--- src/rtl/sit_pkg.sv ---
// ----------------------------------------------------------------------------
// sit_pkg
// Shared types and constants of the string interning table.
// ----------------------------------------------------------------------------
package sit_pkg;

    localparam int SLOTS_DEF       = 4096;
    localparam int STORE_BYTES_DEF = 65536;
    localparam int MAX_LEN_DEF     = 32;

    localparam int LEN_W       = 6;
    localparam int SYM_W       = 16;
    localparam int HASH_W      = 32;
    localparam int FILL_W      = 17;
    localparam int SLOTS_CFG_W = 13;
    localparam int CFG_W       = 17;
    localparam int CFG_IDX_W   = 1;

    localparam logic [CFG_IDX_W-1:0] CFG_SLOTS = 1'd0;
    localparam logic [CFG_IDX_W-1:0] CFG_CAP   = 1'd1;

    localparam logic [1:0] ST_OK   = 2'd0;
    localparam logic [1:0] ST_FULL = 2'd1;
    localparam logic [1:0] ST_LONG = 2'd2;

    localparam logic REQ_INTERN = 1'b0;
    localparam logic REQ_FETCH  = 1'b1;

    localparam logic [SLOTS_CFG_W-1:0] SLOTS_RST = 13'd4096;
    localparam logic [CFG_W-1:0]       CAP_RST   = 17'd65536;

    // one command from the front part to the back part
    typedef struct packed {
        logic                kind;
        logic [SYM_W-1:0]    symbol;
        logic [HASH_W-1:0]   hash;
        logic [LEN_W-1:0]    len;
        logic                over;
    } t_cmd;

    // back part status seen by the front part
    typedef struct packed {
        logic clearing;
        logic intern_done;
    } t_bk_stat;

endpackage

--- src/rtl/sit_queue.sv ---
// ----------------------------------------------------------------------------
// sit_queue
// Two-entry command queue between the front and back parts.
// ----------------------------------------------------------------------------
module sit_queue (
    input  logic            i_clk,
    input  logic            i_rst_n,
    input  logic            i_push,
    input  sit_pkg::t_cmd   i_data,
    output logic            o_full,
    input  logic            i_pop,
    output logic            o_valid,
    output sit_pkg::t_cmd   o_data
);
    sit_pkg::t_cmd r_mem [2];
    logic          r_wp;
    logic          r_rp;
    logic [1:0]    r_cnt;

    assign o_full  = (r_cnt == 2'd2);
    assign o_valid = (r_cnt != 2'd0);
    assign o_data  = r_mem[r_rp];

    always_ff @(posedge i_clk) begin
        if (!i_rst_n) begin
            r_wp  <= 1'b0;
            r_rp  <= 1'b0;
            r_cnt <= 2'd0;
        end else begin
            if (i_push) begin
                r_wp <= ~r_wp;
            end
            if (i_pop) begin
                r_rp <= ~r_rp;
            end
            case ({i_push, i_pop})
                2'b10:   r_cnt <= r_cnt + 2'd1;
                2'b01:   r_cnt <= r_cnt - 2'd1;
                default: r_cnt <= r_cnt;
            endcase
        end
    end

    always_ff @(posedge i_clk) begin
        if (i_push) begin
            r_mem[r_wp] <= i_data;
        end
    end

endmodule

--- config.mk ---
export PLATFORM = sky130hd
export DESIGN_NAME = sit_queue
export DESIGN_NICKNAME = d
export VERILOG_FILES = /design/src/rtl/sit_pkg.sv /design/src/rtl/sit_queue.sv
export SDC_FILE = /design/constraint.sdc
export NUM_CORES = 1
export LEC_CHECK = 0
export BUFFER_PORTS_ARGS = -buffer_cell sky130_fd_sc_hd__buf_2
export CAP_MARGIN = 25
export CORE_MARGIN = 2
export CORE_UTILIZATION = 50
export CTS_CLUSTER_DIAMETER = 80
export DETAILED_ROUTE_END_ITERATION = 7
export PLACE_DENSITY = 0.77
export SETUP_SLACK_MARGIN = 0.05
export SYNTH_ARGS = -nofsm -noshare
export SYNTH_HDL_FRONTEND = slang
export SYNTH_SLANG_ARGS = --single-unit
--- constraint.sdc ---
create_clock -name i_clk -period 4.95 [get_ports i_clk]
set_input_delay 0.99 -clock i_clk [delete_from_list [all_inputs] [get_ports i_clk]]
set_output_delay 0.99 -clock i_clk [all_outputs]
set_load 0.01 [all_outputs]
==> out/results.ini, run 1 <==
[yosys]
ys_seq_area_frac = 0.814
async_flop_share = 0
netlist_instances = 196
syn_area_um2 = 4250
ys.flop_type = edfxtp_1
syn_avg_cell_area_um2 = 21.7
synth_fp_nets = 257
ys_types = 18
yosysWarningCount = 0
synth-edff-count = 112
ys_ff_latch = 117

[cts]
cts-root-buf = clkbuf_8
cts_tree = built
htreeDepth = 4
clockBufferDepth = 2
numCtsBuffers = 17
clk_latency_ps = 490
hold_buffers = 0
path_clk_slew_ps = 60
clock_sinks = 117
cts_setup_buffers = 0
post_cts_resized = 0

[setup_path]
cp_cell_sequence = buf_4, mux2_2, buf_2
cp_slowest_cell = dfxtp_2
worstPathRequired_ps = 3960
max_stage_delay_ps = 710
cp.arrival_ps = 2260
worst-setup-path-type = reg -> out
end_kind = primary output
cp-start-kind = register
crit_path_max_fanout = 32

[routing]
drt_first_pass_iters = 4
vias = 2213
drt-wirelength-per-cell_um = 16.4
ant_nets = 0
first_iter_violations = 128
drt-total-wl_mm = 7.33
drc = 0
viasPerCell = 4.95

[global_routing]
grt_pass1_vias = 2191
grt_use_total = 0.163
grt_pass1_wl_mm = 10.6
grt_start_max_net_pins = 33
antenna_found_initial = 0
grt.overflow.total = 0

[floorplan]
die_w_um = 96.2
start_util = 0.518
num_rows = 33
core-area_um2 = 8220
pin_count = 118
die_area_um2 = 9260
die_h_um = 96.2

[final_layout]
diodes = 0
layout-drive-gt1-share = 0.614
fin_nets = 390
final_cells = 447
nFillCells = 589
syn2layout_area_growth_pct = 29.8
utilization = 0.672

[placed_design]
place_congestion = 0.686
dpl.hpwl_mm = 4.73
post-place-cells = 415
portBuffers = 117

[sta]
fin_crit_sh = 0.656
worst_slew_pin_slew_ps = 928
slew_viol_final = 0
skew_ps = 9.49
hold_ws_ps = 563
slew-limit-headroom = 0.380
setup_violations = 0
setup_tns_ps = 0
hold_violations = 0
fin_crit_ps = 3250
rsz0062_at_grt = no
max_freq_mhz = 308

[worst_hold_path]
hold_class = reg -> reg

[power]
ir_drop_mv = 0.290
static-leakage-power_nw = 2.10
power.density_nw_per_um2 = 453

[flow_run]
drv_cap = 0

[outcome]
status = finished, final reports clean

[routing by layer]
metal,up-vias,part of all wire,track usage
li1,1040,-,-
met1,1083,0.42,0.191
met2,82,0.51,0.270
met3,8,0.059,0.0525
met4,0,0.0074,0.0821
met5,-,0,0
[cell type report]
| cell class | count | area, µm² | area share |
|---|---|---|---|
| Sequential cell | 117 | 3460 | 0.628 |
| Timing Repair Buffer | 120 | 608 | 0.110 |
| Clock buffer | 19 | 422 | 0.0764 |
| Multi-Input combinational cell | 72 | 754 | 0.137 |
| Tap cell | 105 | 131 | 0.0238 |
| Clock inverter | 13 | 135 | 0.0245 |
| Inverter | 1 | 3.75 | 0.000680 |
[worst max-delay path: cells and delay by family (launching register included)]
| family | cells | cell delay [ps] |
|---|---|---|
| muxes | 1 | 400 |
| DFF | 1 | 710 |
| buffers and inverters | 2 | 630 |
[path summary, 6_finish.rpt]
check | start | end | slack [ps] | cells after the start
worst max-delay path | register | o_data[10] | 1700 | 3
worst min register to register | r_cnt[1]$_SDFFE_PN0P_ | r_cnt[1]$_SDFFE_PN0P_ | 560 | 2
worst max register to register | r_wp$_SDFFE_PN0P_ | r_mem[0][12]$_DFFE_PP_ | 3060 | 2
worst min-delay path | r_cnt[1]$_SDFFE_PN0P_ | r_cnt[1]$_SDFFE_PN0P_ | 560 | 2
[kinds of logic (layout without fill, tap and decap cells)]
kind of cell | Yosys count | after routing | share of synthesized area
fa+ha+maj | 1 | 1 | 0.00294
mux | 56 | 56 | 0.148
flops | 117 | 117 | 0.814
compound gates | 3 | 3 | 0.00471
simple gates | 9 | 9 | 0.0132
buf+inv | 7 | 153 | 0.0103
xor+xnor | 3 | 3 | 0.00618
[flip-flops by register name, indices dropped and copies added, names as in the netlist, named ones only]
register	count
r_mem	112
r_rp	1
r_cnt	2
r_wp	1
[stage by stage]
step                setup slack [ps]  power (W)  instance area, µm²
global placement                2190    0.00139                4960
global route                    1550    0.00260                5520
finish                          1700    0.00250                5520
floorplan                       1050    0.00131                4250
detailed placement              2180    0.00140                4960
CTS                             1640    0.00252                5520
[cells in the final DEF, fill, tap and decap left out, drive strengths merged]
master	n
buf	120
edfxtp	112
mux2	56
clkbuf	19
clkinv	7
dfxtp	5
clkinvlp	4
and2	4
xnor2	2
bufinv	2
or2	1
inv	1
xor2	1
and2b	1
nor2	1
nor2b	1
o21a	1
o21ai	1
or3	1
a21boi	1
ha	1
[report_power, final]
part / total [W] / leakage, nW / internal [W] / switching (W)
Sequential: 0.00117 / 1.09 / 0.00114 / 0.0000211
Combinational: 0.000213 / 0.743 / 0.000107 / 0.000107
Clock: 0.00112 / 0.261 / 0.000712 / 0.000411
[cells in the mapped netlist (all sizes together) (2+ instances only)]
cell type	count	area share
dfxtp	5	0.024
buf	6	0.0094
edfxtp	112	0.79
and2	4	0.0059
mux2	56	0.15
xnor2	2	0.0041
No activity file was read; power rests on OpenSTA's default activity.
==> run 2, diff against run 1 <==
CORE_UTILIZATION = 46   (was 50)
PLACE_DENSITY = 0.74   (was 0.77)
clock period = 2.98 ns   (was 4.95 ns; I/O delays follow)
==> run 2 against run 1 <==
Critical path type unchanged. Clock skew shrank 3.3 ps. Clock power grew 61%. Die area rose by 8.3%. Worst setup slack lost 1300 ps. Non-clock buffer count up 1. Wire length is 2.9% lower. Count of clock-buffer cells in the layout did not move. Sequential power grew 65%. Combinational power rose by 69%.
==> out/results.ini, run 2 (synthesis gave the netlist of run 1 again) <==
[floorplan]
start_util = 0.467
die_w_um = 100
pin_count = 118
die_area_um2 = 10000
die_h_um = 100
num_rows = 35
core-area_um2 = 9110

[routing]
vias = 2220
drt-total-wl_mm = 7.12
ant_nets = 0
drc = 0
first_iter_violations = 72
drt-wirelength-per-cell_um = 15.7
drt_first_pass_iters = 4
viasPerCell = 4.90

[outcome]
status = finished, final reports clean

[cts]
post_cts_resized = 0
clk_latency_ps = 490
cts-root-buf = clkbuf_8
numCtsBuffers = 17
htreeDepth = 4
hold_buffers = 0
clock_sinks = 117
path_clk_slew_ps = 50
clockBufferDepth = 2
cts_setup_buffers = 0
cts_tree = built

[placed_design]
portBuffers = 117
dpl.hpwl_mm = 4.64
place_congestion = 0.705
post-place-cells = 422

[final_layout]
diodes = 0
regMostFlops = r_mem
fin_nets = 391
largest_register_ffs = 112
layout-drive-gt1-share = 0.608
final_cell_mix = 117 x buf_2, 112 x edfxtp_1, 56 x mux2_2
final_cells = 453
reg.largest.list = r_mem x112, r_cnt x2
mostFrequentLayoutCell = buf_2
syn2layout_area_growth_pct = 30.2

[setup_path]
crit_buf_inv = 2
crit_path_max_fanout = 37
max_stage_delay_ps = 640
worstPathRequired_ps = 2380
cp_cell_sequence = buf_12, mux2_2, buf_2
cp.arrival_ps = 1960
worst-setup-path-type = reg -> out
cp-start-kind = register
critical-path-top-delay-family = flip-flops
cp_slowest_cell = dfxtp_2
end_kind = primary output

[global_routing]
antenna_found_initial = 0
grt_use_total = 0.150
grt_pass1_wl_mm = 11.2
grt_pass1_vias = 2356
grt_start_max_net_pins = 58
grt.overflow.total = 0

[sta]
max_freq_mhz = 392
setup_tns_ps = 0
fin_crit_sh = 0.857
slew_viol_final = 0
slew-limit-headroom = 0.669
setup_violations = 0
skew_ps = 6.18
fin_crit_ps = 2550
worst_slew_pin_slew_ps = 497
rsz0062_at_grt = no
hold_violations = 0

[power]
power_frac_comb = 0.088
clock_power_share = 0.440
power.share.switching = 0.206
intPower_w = 0.00325
static-leakage-power_nw = 2.10
power_w = 0.00409
netSwitchingPower_w = 0.000845
ir_drop_mv = 0.433
power.density_nw_per_um2 = 739
p_seq_frac = 0.472

[flow_run]
drv_cap = 0

[worst_hold_path]
hold_class = in -> reg

run 2: through the flow:
step           setup WS [ps]  cell area, µm²  hold WS (ps)   util
2_1_floorplan            453            4260           461      -
3_3_place_gp             889            5000           475  0.549
3_5_place_dp             891            5000           527  0.549
4_1_cts                  351            5540           258  0.608
5_1_grt                  298            5540           263  0.608
6_report                 426            5540           288  0.608
run 2: final timing paths:
path,start,to,slack [ps],cells after the start
min reg2reg,r_cnt[1]$_SDFFE_PN0P_,r_cnt[1]$_SDFFE_PN0P_,530,2
max,register,o_data[47],430,3
max reg2reg,r_wp$_SDFFE_PN0P_,r_mem[1][35]$_DFFE_PP_,1720,2
min,i_data[0],r_mem[0][0]$_DFFE_PP_,290,1
run 2: power groups by stage:
stage          Sequential (W)  Combinational [W]  Clock [W]
4_1_cts               0.00194           0.000368    0.00184
2_1_floorplan         0.00195           0.000218          0
5_1_grt               0.00194           0.000393    0.00192
3_5_place_dp          0.00197           0.000366          0
3_3_place_gp          0.00196           0.000361          0
6_report              0.00193           0.000360    0.00180
run 2: final cells by class:
cell class                      count  area (µm²)
Fill cell                         700        3570
Sequential cell                   117        3460
Multi-Input combinational cell     72         754
Timing Repair Buffer              121         641
Clock buffer                       19         422
Tap cell                          111         139
Clock inverter                     12         114
Inverter                            1        3.75
run 2: layer usage:
layer | vias up | GRT usage | part of all wire | routed length (µm)
met5 | - | 0 | 0 | 0
met4 | 0 | 0.0601 | 0.0066 | 47
met3 | 5 | 0.0571 | 0.069 | 490
met2 | 91 | 0.243 | 0.50 | 3550
met1 | 1084 | 0.181 | 0.43 | 3030
li1 | 1040 | - | - | -
run 2: worst reg2reg max path: stages (launching register included):
cell and delay (ps):
dfxtp_1 370, and2_2 170, buf_4 360
