<file path="config.mk">
export PLATFORM = sky130hd
export DESIGN_NAME = sit_front
export DESIGN_NICKNAME = d
export VERILOG_FILES = /design/src/rtl/sit_pkg.sv /design/src/rtl/sit_front.sv
export SDC_FILE = /design/constraint.sdc
export NUM_CORES = 1
export LEC_CHECK = 0
export ABC_AREA = 1
export BUFFER_PORTS_ARGS = -buffer_cell sky130_fd_sc_hd__buf_4
export CAP_MARGIN = 10
export CORE_ASPECT_RATIO = 0.75
export CORE_MARGIN = 2
export CORE_UTILIZATION = 55
export CTS_CLUSTER_DIAMETER = 30
export CTS_CLUSTER_SIZE = 16
export DETAILED_ROUTE_END_ITERATION = 10
export MAX_ROUTING_LAYER = met4
export PLACE_DENSITY_LB_ADDON = 0.25
export SLEW_MARGIN = 20
export SYNTH_ARGS = -nofsm -noshare
export SYNTH_HDL_FRONTEND = slang
export SYNTH_SLANG_ARGS = --single-unit
</file>
<file path="constraint.sdc">
create_clock -name i_clk -period 2.2 [get_ports i_clk]
set_clock_uncertainty 0.05 [all_clocks]
set_input_delay 0.22 -clock i_clk [delete_from_list [all_inputs] [get_ports i_clk]]
set_output_delay 0.22 -clock i_clk [all_outputs]
set_load 0.1 [all_outputs]
</file>
<file path="src/rtl/sit_pkg.sv">
// ----------------------------------------------------------------------------
// sit_pkg
// Shared types and constants of the string interning table.
// ----------------------------------------------------------------------------
package sit_pkg;

    localparam int SLOTS_DEF       = 4096;
    localparam int STORE_BYTES_DEF = 65536;
    localparam int MAX_LEN_DEF     = 32;

    localparam int LEN_W       = 6;
    localparam int SYM_W       = 16;
    localparam int HASH_W      = 32;
    localparam int FILL_W      = 17;
    localparam int SLOTS_CFG_W = 13;
    localparam int CFG_W       = 17;
    localparam int CFG_IDX_W   = 1;

    localparam logic [CFG_IDX_W-1:0] CFG_SLOTS = 1'd0;
    localparam logic [CFG_IDX_W-1:0] CFG_CAP   = 1'd1;

    localparam logic [1:0] ST_OK   = 2'd0;
    localparam logic [1:0] ST_FULL = 2'd1;
    localparam logic [1:0] ST_LONG = 2'd2;

    localparam logic REQ_INTERN = 1'b0;
    localparam logic REQ_FETCH  = 1'b1;

    localparam logic [SLOTS_CFG_W-1:0] SLOTS_RST = 13'd4096;
    localparam logic [CFG_W-1:0]       CAP_RST   = 17'd65536;

    // one command from the front part to the back part
    typedef struct packed {
        logic                kind;
        logic [SYM_W-1:0]    symbol;
        logic [HASH_W-1:0]   hash;
        logic [LEN_W-1:0]    len;
        logic                over;
    } t_cmd;

    // back part status seen by the front part
    typedef struct packed {
        logic clearing;
        logic intern_done;
    } t_bk_stat;

endpackage

</file>
<file path="src/rtl/sit_front.sv">
// ----------------------------------------------------------------------------
// sit_front
// Input side: hashes and buffers intern bytes, queues string ends and fetches.
// ----------------------------------------------------------------------------
module sit_front #(
    parameter int MAX_LEN = sit_pkg::MAX_LEN_DEF
) (
    input  logic                        i_clk,
    input  logic                        i_rst_n,
    input  logic                        s_axis_tvalid,
    output logic                        s_axis_tready,
    input  logic [23:0]                 s_axis_tdata,
    input  logic                        s_axis_tuser,
    output logic                        o_push,
    output sit_pkg::t_cmd               o_cmd,
    input  logic                        i_q_full,
    input  sit_pkg::t_bk_stat           i_stat,
    input  logic [sit_pkg::LEN_W-1:0]   i_pend_idx,
    output logic [7:0]                  o_pend_byte
);
    localparam int PW = (MAX_LEN > 1) ? $clog2(MAX_LEN) : 1;

    logic [7:0]                  r_pend [MAX_LEN];
    logic [sit_pkg::LEN_W-1:0]   r_len;
    logic [sit_pkg::HASH_W-1:0]  r_hash;
    logic                        r_over;
    logic                        r_hold;

    logic                        xfer;
    logic [7:0]                  c;
    logic [sit_pkg::HASH_W-1:0]  n_hash;

    assign c             = s_axis_tdata[7:0];
    assign s_axis_tready = !r_hold && !i_q_full && !i_stat.clearing;
    assign xfer          = s_axis_tvalid && s_axis_tready;
    assign n_hash        = r_hash ^ ((r_hash << 5) + (r_hash >> 2) + {24'd0, c});
    assign o_pend_byte   = r_pend[i_pend_idx[PW-1:0]];

    // fetches and string ends go to the back part
    assign o_push = xfer && (s_axis_tuser == sit_pkg::REQ_FETCH || c == 8'd0);

    always_comb begin
        o_cmd        = '0;
        o_cmd.kind   = s_axis_tuser;
        o_cmd.symbol = s_axis_tdata[23:8];
        o_cmd.hash   = r_hash;
        o_cmd.len    = r_len;
        o_cmd.over   = r_over;
    end

    always_ff @(posedge i_clk) begin
        if (!i_rst_n) begin
            r_len  <= '0;
            r_hash <= '0;
            r_over <= 1'b0;
            r_hold <= 1'b0;
        end else begin
            if (i_stat.intern_done) begin
                r_hold <= 1'b0;
            end
            if (xfer && s_axis_tuser == sit_pkg::REQ_INTERN) begin
                if (c == 8'd0) begin
                    // buffer stays put until the back part is done with it
                    r_hold <= 1'b1;
                    r_len  <= '0;
                    r_hash <= '0;
                    r_over <= 1'b0;
                end else begin
                    r_hash <= n_hash;
                    if (r_len < sit_pkg::LEN_W'(MAX_LEN)) begin
                        r_len <= r_len + sit_pkg::LEN_W'(1);
                    end else begin
                        r_over <= 1'b1;
                    end
                end
            end
        end
    end

    always_ff @(posedge i_clk) begin
        if (xfer && s_axis_tuser == sit_pkg::REQ_INTERN && c != 8'd0
                && r_len < sit_pkg::LEN_W'(MAX_LEN)) begin
            r_pend[r_len[PW-1:0]] <= c;
        end
    end

endmodule

</file>
==> results of run 1 <==
## worst max path at each step
stage / to / slack, ns / cells after the start
after floorplan: r_pend[15][0] / -0.26 / 8
after global placement: r_hash[10] / -0.21 / 15
after detailed placement: r_hash[16] / -0.23 / 16
after CTS: r_hash[25] / -0.16 / 15
after global routing: r_hash[25] / -0.32 / 17
final: r_hash[11] / -0.20 / 13
## worst max-delay path, stage by stage, from the launching register on
cell,delay [ns]
sky130_fd_sc_hd__dfxtp_4,0.34
sky130_fd_sc_hd__fa_1,0.58
sky130_fd_sc_hd__ha_4,0.24
sky130_fd_sc_hd__nand2_2,0.09
sky130_fd_sc_hd__nand2_4,0.07
sky130_fd_sc_hd__inv_4,0.07
sky130_fd_sc_hd__nand2_2,0.05
sky130_fd_sc_hd__nand2_2,0.07
sky130_fd_sc_hd__nand3_4,0.15
sky130_fd_sc_hd__buf_6,0.15
sky130_fd_sc_hd__or2_4,0.22
sky130_fd_sc_hd__nand3_2,0.06
sky130_fd_sc_hd__o21ai_1,0.06
sky130_fd_sc_hd__a21oi_1,0.10
## per-stage QoR
stage	cell area, µm²	utilization [%]	setup WS, ns	hold WS (ns)
after floorplan	15500	-	-0.265	0.269
after global placement	17000	63.4	-0.214	0.391
after detailed placement	17000	63.4	-0.233	0.391
after CTS	19000	71.0	-0.157	0.0673
after global routing	19400	72.7	-0.317	0.112
final	19400	72.7	-0.204	0.0876
## state kept, by name, indices dropped and copies added (netlist names)
signal and count:
r_pend 256, r_len 6, r_hash 32, r_hold 1, r_over 1
## repair_timing
item / CTS / global route
setup endpoints to repair: 34 / 35
endpoints found under the hold margin: 6 / 0
hold buffers: 2 / 0
buffers inserted: 4 / 5
resized for setup: 92 / 124
pin swaps: 35 / 58
## routing by layer
metal,track usage [%],up-vias
li1,-,5623
met1,42.5,5669
met2,42.8,588
met3,4.41,76
met4,9.69,0
met5,-,-
## where the power goes
| part | switching [mW] | internal [mW] |
|---|---|---|
| Combinational | 0.809 | 0.397 |
| Sequential | 0.00728 | 6.07 |
| Clock | 2.83 | 4.75 |
## layout by cell type, fill, tap and decap left out, types with 7 or more instances in the layout
cell type / n
sky130_fd_sc_hd__edfxtp_1: 256
sky130_fd_sc_hd__nand2_2: 52
sky130_fd_sc_hd__nand3_2: 27
sky130_fd_sc_hd__clkinv_1: 8
sky130_fd_sc_hd__nand3_4: 7
sky130_fd_sc_hd__nor2_1: 196
sky130_fd_sc_hd__clkinvlp_4: 7
sky130_fd_sc_hd__o21ai_1: 59
sky130_fd_sc_hd__nand3_1: 40
sky130_fd_sc_hd__nand2_4: 13
sky130_fd_sc_hd__o221ai_2: 9
sky130_fd_sc_hd__nor2_2: 16
sky130_fd_sc_hd__clkinv_4: 8
sky130_fd_sc_hd__ha_1: 48
sky130_fd_sc_hd__a21oi_1: 36
sky130_fd_sc_hd__a21oi_2: 11
sky130_fd_sc_hd__buf_12: 19
sky130_fd_sc_hd__nand4_1: 15
sky130_fd_sc_hd__dfxtp_1: 7
sky130_fd_sc_hd__o21ai_0: 88
sky130_fd_sc_hd__dfxtp_4: 31
sky130_fd_sc_hd__o21ai_2: 17
sky130_fd_sc_hd__a21oi_4: 9
sky130_fd_sc_hd__inv_2: 12
sky130_fd_sc_hd__o221ai_1: 41
sky130_fd_sc_hd__nand2_1: 200
sky130_fd_sc_hd__nor2_4: 43
sky130_fd_sc_hd__buf_4: 154
sky130_fd_sc_hd__ha_4: 13
sky130_fd_sc_hd__clkbuf_16: 50
sky130_fd_sc_hd__o22ai_1: 13
sky130_fd_sc_hd__inv_1: 125
## kinds of logic after synthesis
| family | share of synthesized area, % |
|---|---|
| AO/OA/AOI/OAI | 11.7 |
| buffers and inverters | 6.74 |
| flip-flops | 57.2 |
| adder cells (fa/ha/maj) | 5.68 |
| AND/OR/NAND/NOR | 18.6 |
## cell type report
class / count / area, µm² / area share [%]
flip-flops and latches: 296 / 8610 / 44.3
multi-input cells: 1000 / 6540 / 33.7
repair buffers: 180 / 1620 / 8.32
clock buffers: 55 / 1290 / 6.64
inverters: 144 / 564 / 2.90
well taps: 351 / 439 / 2.26
clock inverters: 37 / 369 / 1.90
==> results, run 1 <==
- The CTS buffer count is 49.
- The power density relative to cell area is 765 nW/µm².
- The biggest area consumer among synthesized cells is sky130_fd_sc_hd__edfxtp_1.
- The number of maximum-capacitance constraint violations is 0.
- The critical-path maximum fanout is 4.
- The source of the worst hold timing path is s_axis_tdata[0].
- The type of element launching the critical path is a flip-flop.
- The library cell with the highest instance count after synthesis is sky130_fd_sc_hd__edfxtp_1.
- The insertion delay to the later sink of the worst-skew pair is 0.55 ns.
- The hold violation count in the final report is 0.
- The core area is 26700 µm².
- Setup repair after global routing could not meet its margin everywhere.
- The critical path data arrival time is 2.83 ns.
- Summing over every cut layer, the via total after detailed routing is 12000.
- Row generation in the floorplan step produced 52 rows.
- After detailed routing, the number of remaining DRC violations is 0.
- For this run, the leading register cell type out of synthesis is sky130_fd_sc_hd__edfxtp_1.
- Before antenna repair, the detailed router went through 8 iterations.
- The first routing iteration left 1242 violations.
- Along the worst hold path, the cell count comes to 4.
- Port buffering added 69 buffers.
- After the flow finishes, the layout carries non-filler instances totaling 2063.
- Ranked by instance count, the synthesized netlist is headed by sky130_fd_sc_hd__edfxtp_1, sky130_fd_sc_hd__nor2_1, sky130_fd_sc_hd__nand2_1.
- The capture endpoint of the worst hold path is r_hash[0].
- The worst-case clock buffer depth is 3.
- Setup violations remaining at the end of the flow were counted as 26.
- The wire length on met2 is 18.5 mm.
- The run finished, with violations left.
- TritonCTS built the clock tree.
- The sequential cell area fraction in the yosys report is 57.2%.
- In this run the top signal layer used is met4.
- The minimum clock period after layout is 2.40 ns.
- The initial antenna violation count is 0.
- The total placed cells including tap cells is 1966.
- The standby leakage power is 7.62 nW.
- The class of the most critical setup path is flip-flop to flip-flop.
- For the pin with the worst max-slew slack, the measured transition is 0.562 ns.
- The kind of end point of the critical path is a flip-flop.
- The synthesized design contains 256 enable-type register cells.
- The maximum ir drop on the vdd rail is 0.696 mV.
- The checks that failed: negative setup slack.
- In this run the worst setup path begins at r_hash[1].
- The final weighted congestion of routability-driven global placement is 0.984.
- Once the floorplan was initialized, standard cells occupied 55.5% of the core.
- The global router's overall resource usage is 29.4%.
- The least setup slack across all paths after layout is -0.204 ns.
- After detailed routing, the total wire length is 41.3 mm.
- Pin placement for this block handled 103 I/O pins.
- The first global-routing pass estimated 63.0 mm of wire.
- Entering global routing, the biggest net connects 65 pins.
- Summed over its instances, the top area cell type makes up 51.8% of the synthesized netlist area.
- The count of mapped cells out of synthesis is 1516.
- The amount of wire on met3 after detailed routing is 3.82 mm.
- In the final timing run, aggregate negative setup slack is -2.96 ns.
- During synthesis, Yosys emitted a total of 0 warnings.
- Summing internal, switching and leakage power gives 14.9 mW.
- After global routing the overflow that remains totals 0.
- Dividing the detail-routed wire length by the instance count gives 20.0 µm.
- The number of inserted diodes is 0.
- For this design, the sink count on the clock tree is 296.
- The number of H-tree branching levels is 2.
- The maximum clock frequency is 416 MHz.
- In the finished design, the share of the clock period the worst path needs comes to 109%.
- Headroom to the max-slew limit came out at 62.4%.
- Averaged over all synthesized cells, the footprint is 9.79 µm².
- Measured along the y axis, the die boundary spans 146 µm.
- The number of pins exceeding their max-slew limit in the final report is 0.
- In the synthesized netlist the async set-or-reset flop fraction comes to 0%.
- The via count of the first global-routing pass is 11500.
- In the final design database the tool counted 1773 nets.
- The cell area after technology mapping is 14800 µm².
- The floorplan step defined a die boundary enclosing 28300 µm².
- The data required time at the worst endpoint is 2.62 ns.
- The post-route netlist has 32.1% of its cells at a drive strength greater than 1.
- Compared with the post-synthesis result, the final layout area differs by 31.0%.
- The number of nets in the synthesized netlist is 1618.
- The clock slew at the register clock pins of the worst setup and hold paths is 0.05 ns.
- The residual antenna-violating net count after detailed routing is 0.
- The tree is rooted in a sky130_fd_sc_hd__clkbuf_16.
- The number of library cell types mapped by synthesis is 41.
- The startpoint identified for the worst register-to-register timing path is r_hash[1].
- After detailed routing, the number of vias per cell comes to 5.80.
- The number of cells on the worst reg-to-reg path is 13.
- The wire length on met1 is 17.9 mm.
- The fill cell instance count of the final layout is 1786.
- The worst setup slack for register-to-register paths is -0.20 ns.
- The class of the worst hold path is primary input to flip-flop.
- The HPWL after detailed placement is 26.5 mm.
- In this run, synthesis produced a sequential element count of 296.
- The worst register-to-register path ends at r_hash[11].
- By area the synthesized netlist is led by sky130_fd_sc_hd__edfxtp_1, sky130_fd_sc_hd__nor2_1, sky130_fd_sc_hd__nand2_1, sky130_fd_sc_hd__dfxtp_1, sky130_fd_sc_hd__ha_1.
- The die width is 194 µm.
Note: power is estimated with default switching activity, not from simulation.
==> run 2: changes to the inputs <==
ABC_AREA = not set   (was 1)
BUFFER_PORTS_ARGS = -buffer_cell sky130_fd_sc_hd__buf_2   (was -buffer_cell sky130_fd_sc_hd__buf_4)
==> run 2 against run 1 <==
  * The run still ends with negative setup slack left
  * Final area decreased by 4.8%
  * Critical path depth decreased by 1
  * Final cell count decreased by 27%
  * Core utilization increased by 1.9 points
  * Sequential cell count unchanged
  * Register-to-register slack got worse by 0.76 ns
  * Clock power decreased by 0.5%
  * Die area decreased by 6.8%
  * Global-route usage increased by 0.29 points
  * Worst hold slack improved by 0.091 ns
  * Via count decreased by 22%
==> results, run 2 <==
- The maximum ir drop on the vdd rail is 0.753 mV (was 0.696 mV).
- The maximum clock frequency is 316 MHz (was 416 MHz).
- Synth top area cells: sky130_fd_sc_hd__edfxtp_1, sky130_fd_sc_hd__mux4_2, sky130_fd_sc_hd__dfxtp_1, sky130_fd_sc_hd__ha_1, sky130_fd_sc_hd__a21oi_1 (was sky130_fd_sc_hd__edfxtp_1, sky130_fd_sc_hd__nor2_1, sky130_fd_sc_hd__nand2_1, sky130_fd_sc_hd__dfxtp_1, sky130_fd_sc_hd__ha_1).
- The die span in y is 141 µm (was 146 µm).
- Violated checks: negative setup slack (unchanged).
- The maximum number of pins on one net before global-route repair is 49 (was 65).
- The total of endpoints with negative setup slack in the final report is 35 (was 26).
- The post-route fraction of the period consumed by the critical path came to 144% (was 109%).
- The worst setup slack for register-to-register paths came to -0.96 ns (was -0.20 ns).
- The via density per instance is 6.19 (was 5.80).
- The actual slew at the worst max-slew pin came to 0.572 ns (was 0.562 ns).
- Top post-synthesis cells by count: sky130_fd_sc_hd__edfxtp_1, sky130_fd_sc_hd__mux4_2, sky130_fd_sc_hd__nor2_1 (was sky130_fd_sc_hd__edfxtp_1, sky130_fd_sc_hd__nor2_1, sky130_fd_sc_hd__nand2_1).
- The buffer and inverter count on the worst path came to 0 (was 2).
- The number of port buffers is 69 (unchanged).
- The standby leakage power is 6.82 nW (was 7.62 nW).
- The most common cell after layout, fill and taps aside is sky130_fd_sc_hd__edfxtp_1 (unchanged).
- The cell area after technology mapping is 13800 µm² (was 14800 µm²).
- The core area is 24800 µm² (was 26700 µm²).
- The least setup slack across all paths after layout is -0.960 ns (was -0.204 ns).
- The largest delay contributor family on the critical path is compound AO/OA/AOI/OAI gates (was adder cells).
- The post-synth net total is 996 (was 1618).
- The worst-case clock buffer depth was 3 (unchanged).
- The layout cell share with drive strength beyond 1 is 48.3% (was 32.1%).
- The biggest area consumer among synthesized cells is sky130_fd_sc_hd__edfxtp_1 (unchanged).
- The type of element launching the critical path is a flip-flop (unchanged).
- The residual antenna-violating net count after detailed routing is 0 (unchanged).
- The number of clock sinks is 296 (unchanged).
- The critical-path maximum fanout is 3 (was 4).
- The sum of overflow across all layers after global routing came to 0 (unchanged).
- The average wire per cell in the routed design is 24.8 µm (was 20.0 µm).
- The minimum clock period after layout is 3.16 ns (was 2.40 ns).
- The overall via count from detail_route was 9309 (was 12000).
- The number of H-tree branching levels came to 2 (unchanged).
- The area share of the largest cell type after synthesis is 55.7% (was 51.8%).
- Top library cells by usage in the layout, fill and taps aside: sky130_fd_sc_hd__edfxtp_1, sky130_fd_sc_hd__buf_4, sky130_fd_sc_hd__mux4_2 (was sky130_fd_sc_hd__edfxtp_1, sky130_fd_sc_hd__nand2_1, sky130_fd_sc_hd__nor2_1).
- The mean cell area of the mapped netlist is 15.4 µm² (was 9.79 µm²).
- The die area is 26400 µm² (was 28300 µm²).
- The number of warnings printed during yosys synthesis is 0 (unchanged).
- Outcome: complete, but fails checks (unchanged).
- The initial antenna violation count is 1 (was 0).
- The hold violation count in the final report is 0 (unchanged).
- The placement row count came to 50 (was 52).
- The number of iterations in the first detailed-routing pass is 5 (was 8).
- Unrepaired setup endpoints after global routing: true (unchanged).
- The boundary pin count is 103 (unchanged).
- The clock slew at the register clock pins of the worst setup and hold paths was 0.06 ns (was 0.05 ns).
- The proportion of register bits with asynchronous set or reset after synthesis is 0% (unchanged).
- The number of DRC violations after detailed routing is 0 (unchanged).
- The CTS tree was yes (unchanged).
- The count of mapped cells out of synthesis is 894 (was 1516).
- The power density relative to cell area is 792 nW/µm² (was 765 nW/µm²).
- The number of pins exceeding their max-slew limit in the final report came to 0 (unchanged).
- The final weighted congestion of routability-driven global placement is 0.894 (was 0.984).
- The first-pass GRT wire length was 56.4 mm (was 63.0 mm).
- The area growth from synthesis to layout is 34.1% (was 31.0%).
- The CTS buffer count came to 46 (was 49).
- The depth of the most critical reg-to-reg path is 12 (was 13).
- The cell with the most instances on the worst path was sky130_fd_sc_hd__ha_4 (was sky130_fd_sc_hd__nand2_2).
- The worst reg2reg path endpoint is r_hash[29] (was r_hash[11]).
- The class of the worst hold path is primary input to flip-flop (unchanged).
- The flip-flop count of the largest register, all copies and words added is 256 (unchanged).
- The reg-to-reg critical path startpoint is r_hash[3] (was r_hash[1]).
- The capturing element of the worst setup path is r_hash[29] (was r_hash[11]).
- The worst hold margin is 0.178 ns (was 0.0876 ns).
- The post-layout net count came to 1231 (was 1773).
- The critical path data arrival time came to 3.58 ns (was 2.83 ns).
- The sequential cell area fraction in the yosys report is 61.5% (was 57.2%).
- The most instantiated flip-flop cell in the synthesis netlist is sky130_fd_sc_hd__edfxtp_1 (unchanged).
- The worst setup path startpoint is r_hash[3] (was r_hash[1]).
- The number of library cell types mapped by synthesis is 65 (was 41).
- The standard cell area after detailed placement was 16400 µm² (was 17000 µm²).
- The class of the most critical setup path is flip-flop to flip-flop (unchanged).
- The DRC marker count from the first detailed-route iteration was 1203 (was 1242).
- The data required time at the worst endpoint was 2.62 ns (about the same).
- The final wirelength is 37.3 mm (was 41.3 mm).
- The kind of end point of the critical path is a flip-flop (unchanged).
- The placed wire-length estimate after detailed placement is 23.2 mm (was 26.5 mm).
- The initial core utilization is 55.6% (was 55.5%).
- The path length in cells of the critical path was 12 (was 13).
- Sequence of cells on the critical path: ha_4 -> ha_4 -> fa_2 -> a211oi_2 -> o21bai_1 -> a211o_1 -> nand4_1 -> nand2_2 -> o41ai_4 -> xor2_1 -> or3_1 -> a21oi_2 (was fa_1 -> ha_4 -> nand2_2 -> nand2_4 -> inv_4 -> nand2_2 -> nand2_2 -> nand3_4 -> buf_6 -> or2_4 -> nand3_2 -> o21ai_1 -> a21oi_1).
- The relative slew slack is 61.4% (was 62.4%).
- The peak per-stage delay on the critical path was 0.41 ns (was 0.58 ns).
- The number of enable-type register cells in the synthesized netlist was 256 (unchanged).
- The global router's overall resource usage came to 29.7% (was 29.4%).
- The cell at the slowest stage of the critical path is sky130_fd_sc_hd__or3_1 (was sky130_fd_sc_hd__fa_1).
- The library cell with the highest instance count after synthesis is sky130_fd_sc_hd__edfxtp_1 (unchanged).
- The register bit total from synthesis is 296 (unchanged).
- The via count of the first global-routing pass came to 9232 (was 11500).
- The die width is 187 µm (was 194 µm).
- The final design area excluding fillers was 18500 µm² (was 19400 µm²).
- The number of maximum-capacitance constraint violations is 0 (unchanged).
- The clock root buffer is sky130_fd_sc_hd__clkbuf_16 (unchanged).
- The insertion delay to the later sink of the worst-skew pair was 0.54 ns (was 0.55 ns).
[run 2: cell type report]
class                   instances  area (µm²)
repair buffers                240        2050
clock inverters                38         457
diodes                          1        2.50
well taps                     338         423
clock buffers                  47        1180
flip-flops and latches        296        8590
fillers                      1472        6330
multi-input cells             526        5740
inverters                      19        71.3
[run 2: report_power, final]
part | internal [mW] | switching, mW | leakage (nW) | total, mW
registers | 6.07 | 0.00696 | 2.65 | 6.08
clock network | 4.47 | 3.07 | 0.786 | 7.54
logic | 0.415 | 0.616 | 3.38 | 1.03
[run 2: what timing repair did]
item	4_1_cts	5_1_grt
hold buffers	4	0
pin swaps	31	37
resized for setup	65	24
buffers inserted	6	6
setup endpoints to repair	35	36
hold endpoints to repair	7	0
[run 2: worst min path at each step]
stage,start,cells past startpoint,end
3_3_place_gp,s_axis_tdata[9],0,o_cmd[40]
3_5_place_dp,s_axis_tdata[9],0,o_cmd[40]
6_report,s_axis_tuser,5,r_len[2]
5_1_grt,s_axis_tdata[0],2,r_pend[19][0]
2_1_floorplan,s_axis_tdata[0],0,r_pend[0][0]
4_1_cts,s_axis_tdata[0],5,r_hash[0]
[run 2: metrics by stage]
stage	utilization [%]	instances	power (mW)	TNS, ns	setup WS, ns
after floorplan	-	894	6.94	-125.23	-0.857
after global placement	66.0	1406	7.08	-30.62	-0.841
after detailed placement	66.0	1406	7.09	-41.12	-0.883
after CTS	73.9	1501	14.7	-20.57	-0.847
after global routing	74.5	1505	15.0	-25.13	-1.07
final	74.5	1505	14.6	-21.75	-0.960
[run 2: kinds of logic after synthesis]
family,count (synthesis),synth area share (%)
compound gates,151,7.26
xor+xnor,27,1.71
fa+ha+maj,65,6.11
buf+inv,72,2.52
flops,296,61.5
mux,90,13.9
simple gates,193,7.05
[run 2: worst min-delay path: stages]
cell	delay, ns
sky130_fd_sc_hd__buf_2	0.14
sky130_fd_sc_hd__nor2_4	0.05
sky130_fd_sc_hd__buf_12	0.16
sky130_fd_sc_hd__nand3_4	0.10
sky130_fd_sc_hd__a21oi_1	0.06
[run 2: layer usage]
metal / wire length, µm / vias to the layer above / global-route usage, %
met3: 3450 / 85 / 5.95
met5: 0 / - / -
met2: 17000 / 508 / 43.9
li1: - / 4042 / -
met4: 1060 / 0 / 8.40
met1: 15900 / 4674 / 42.3
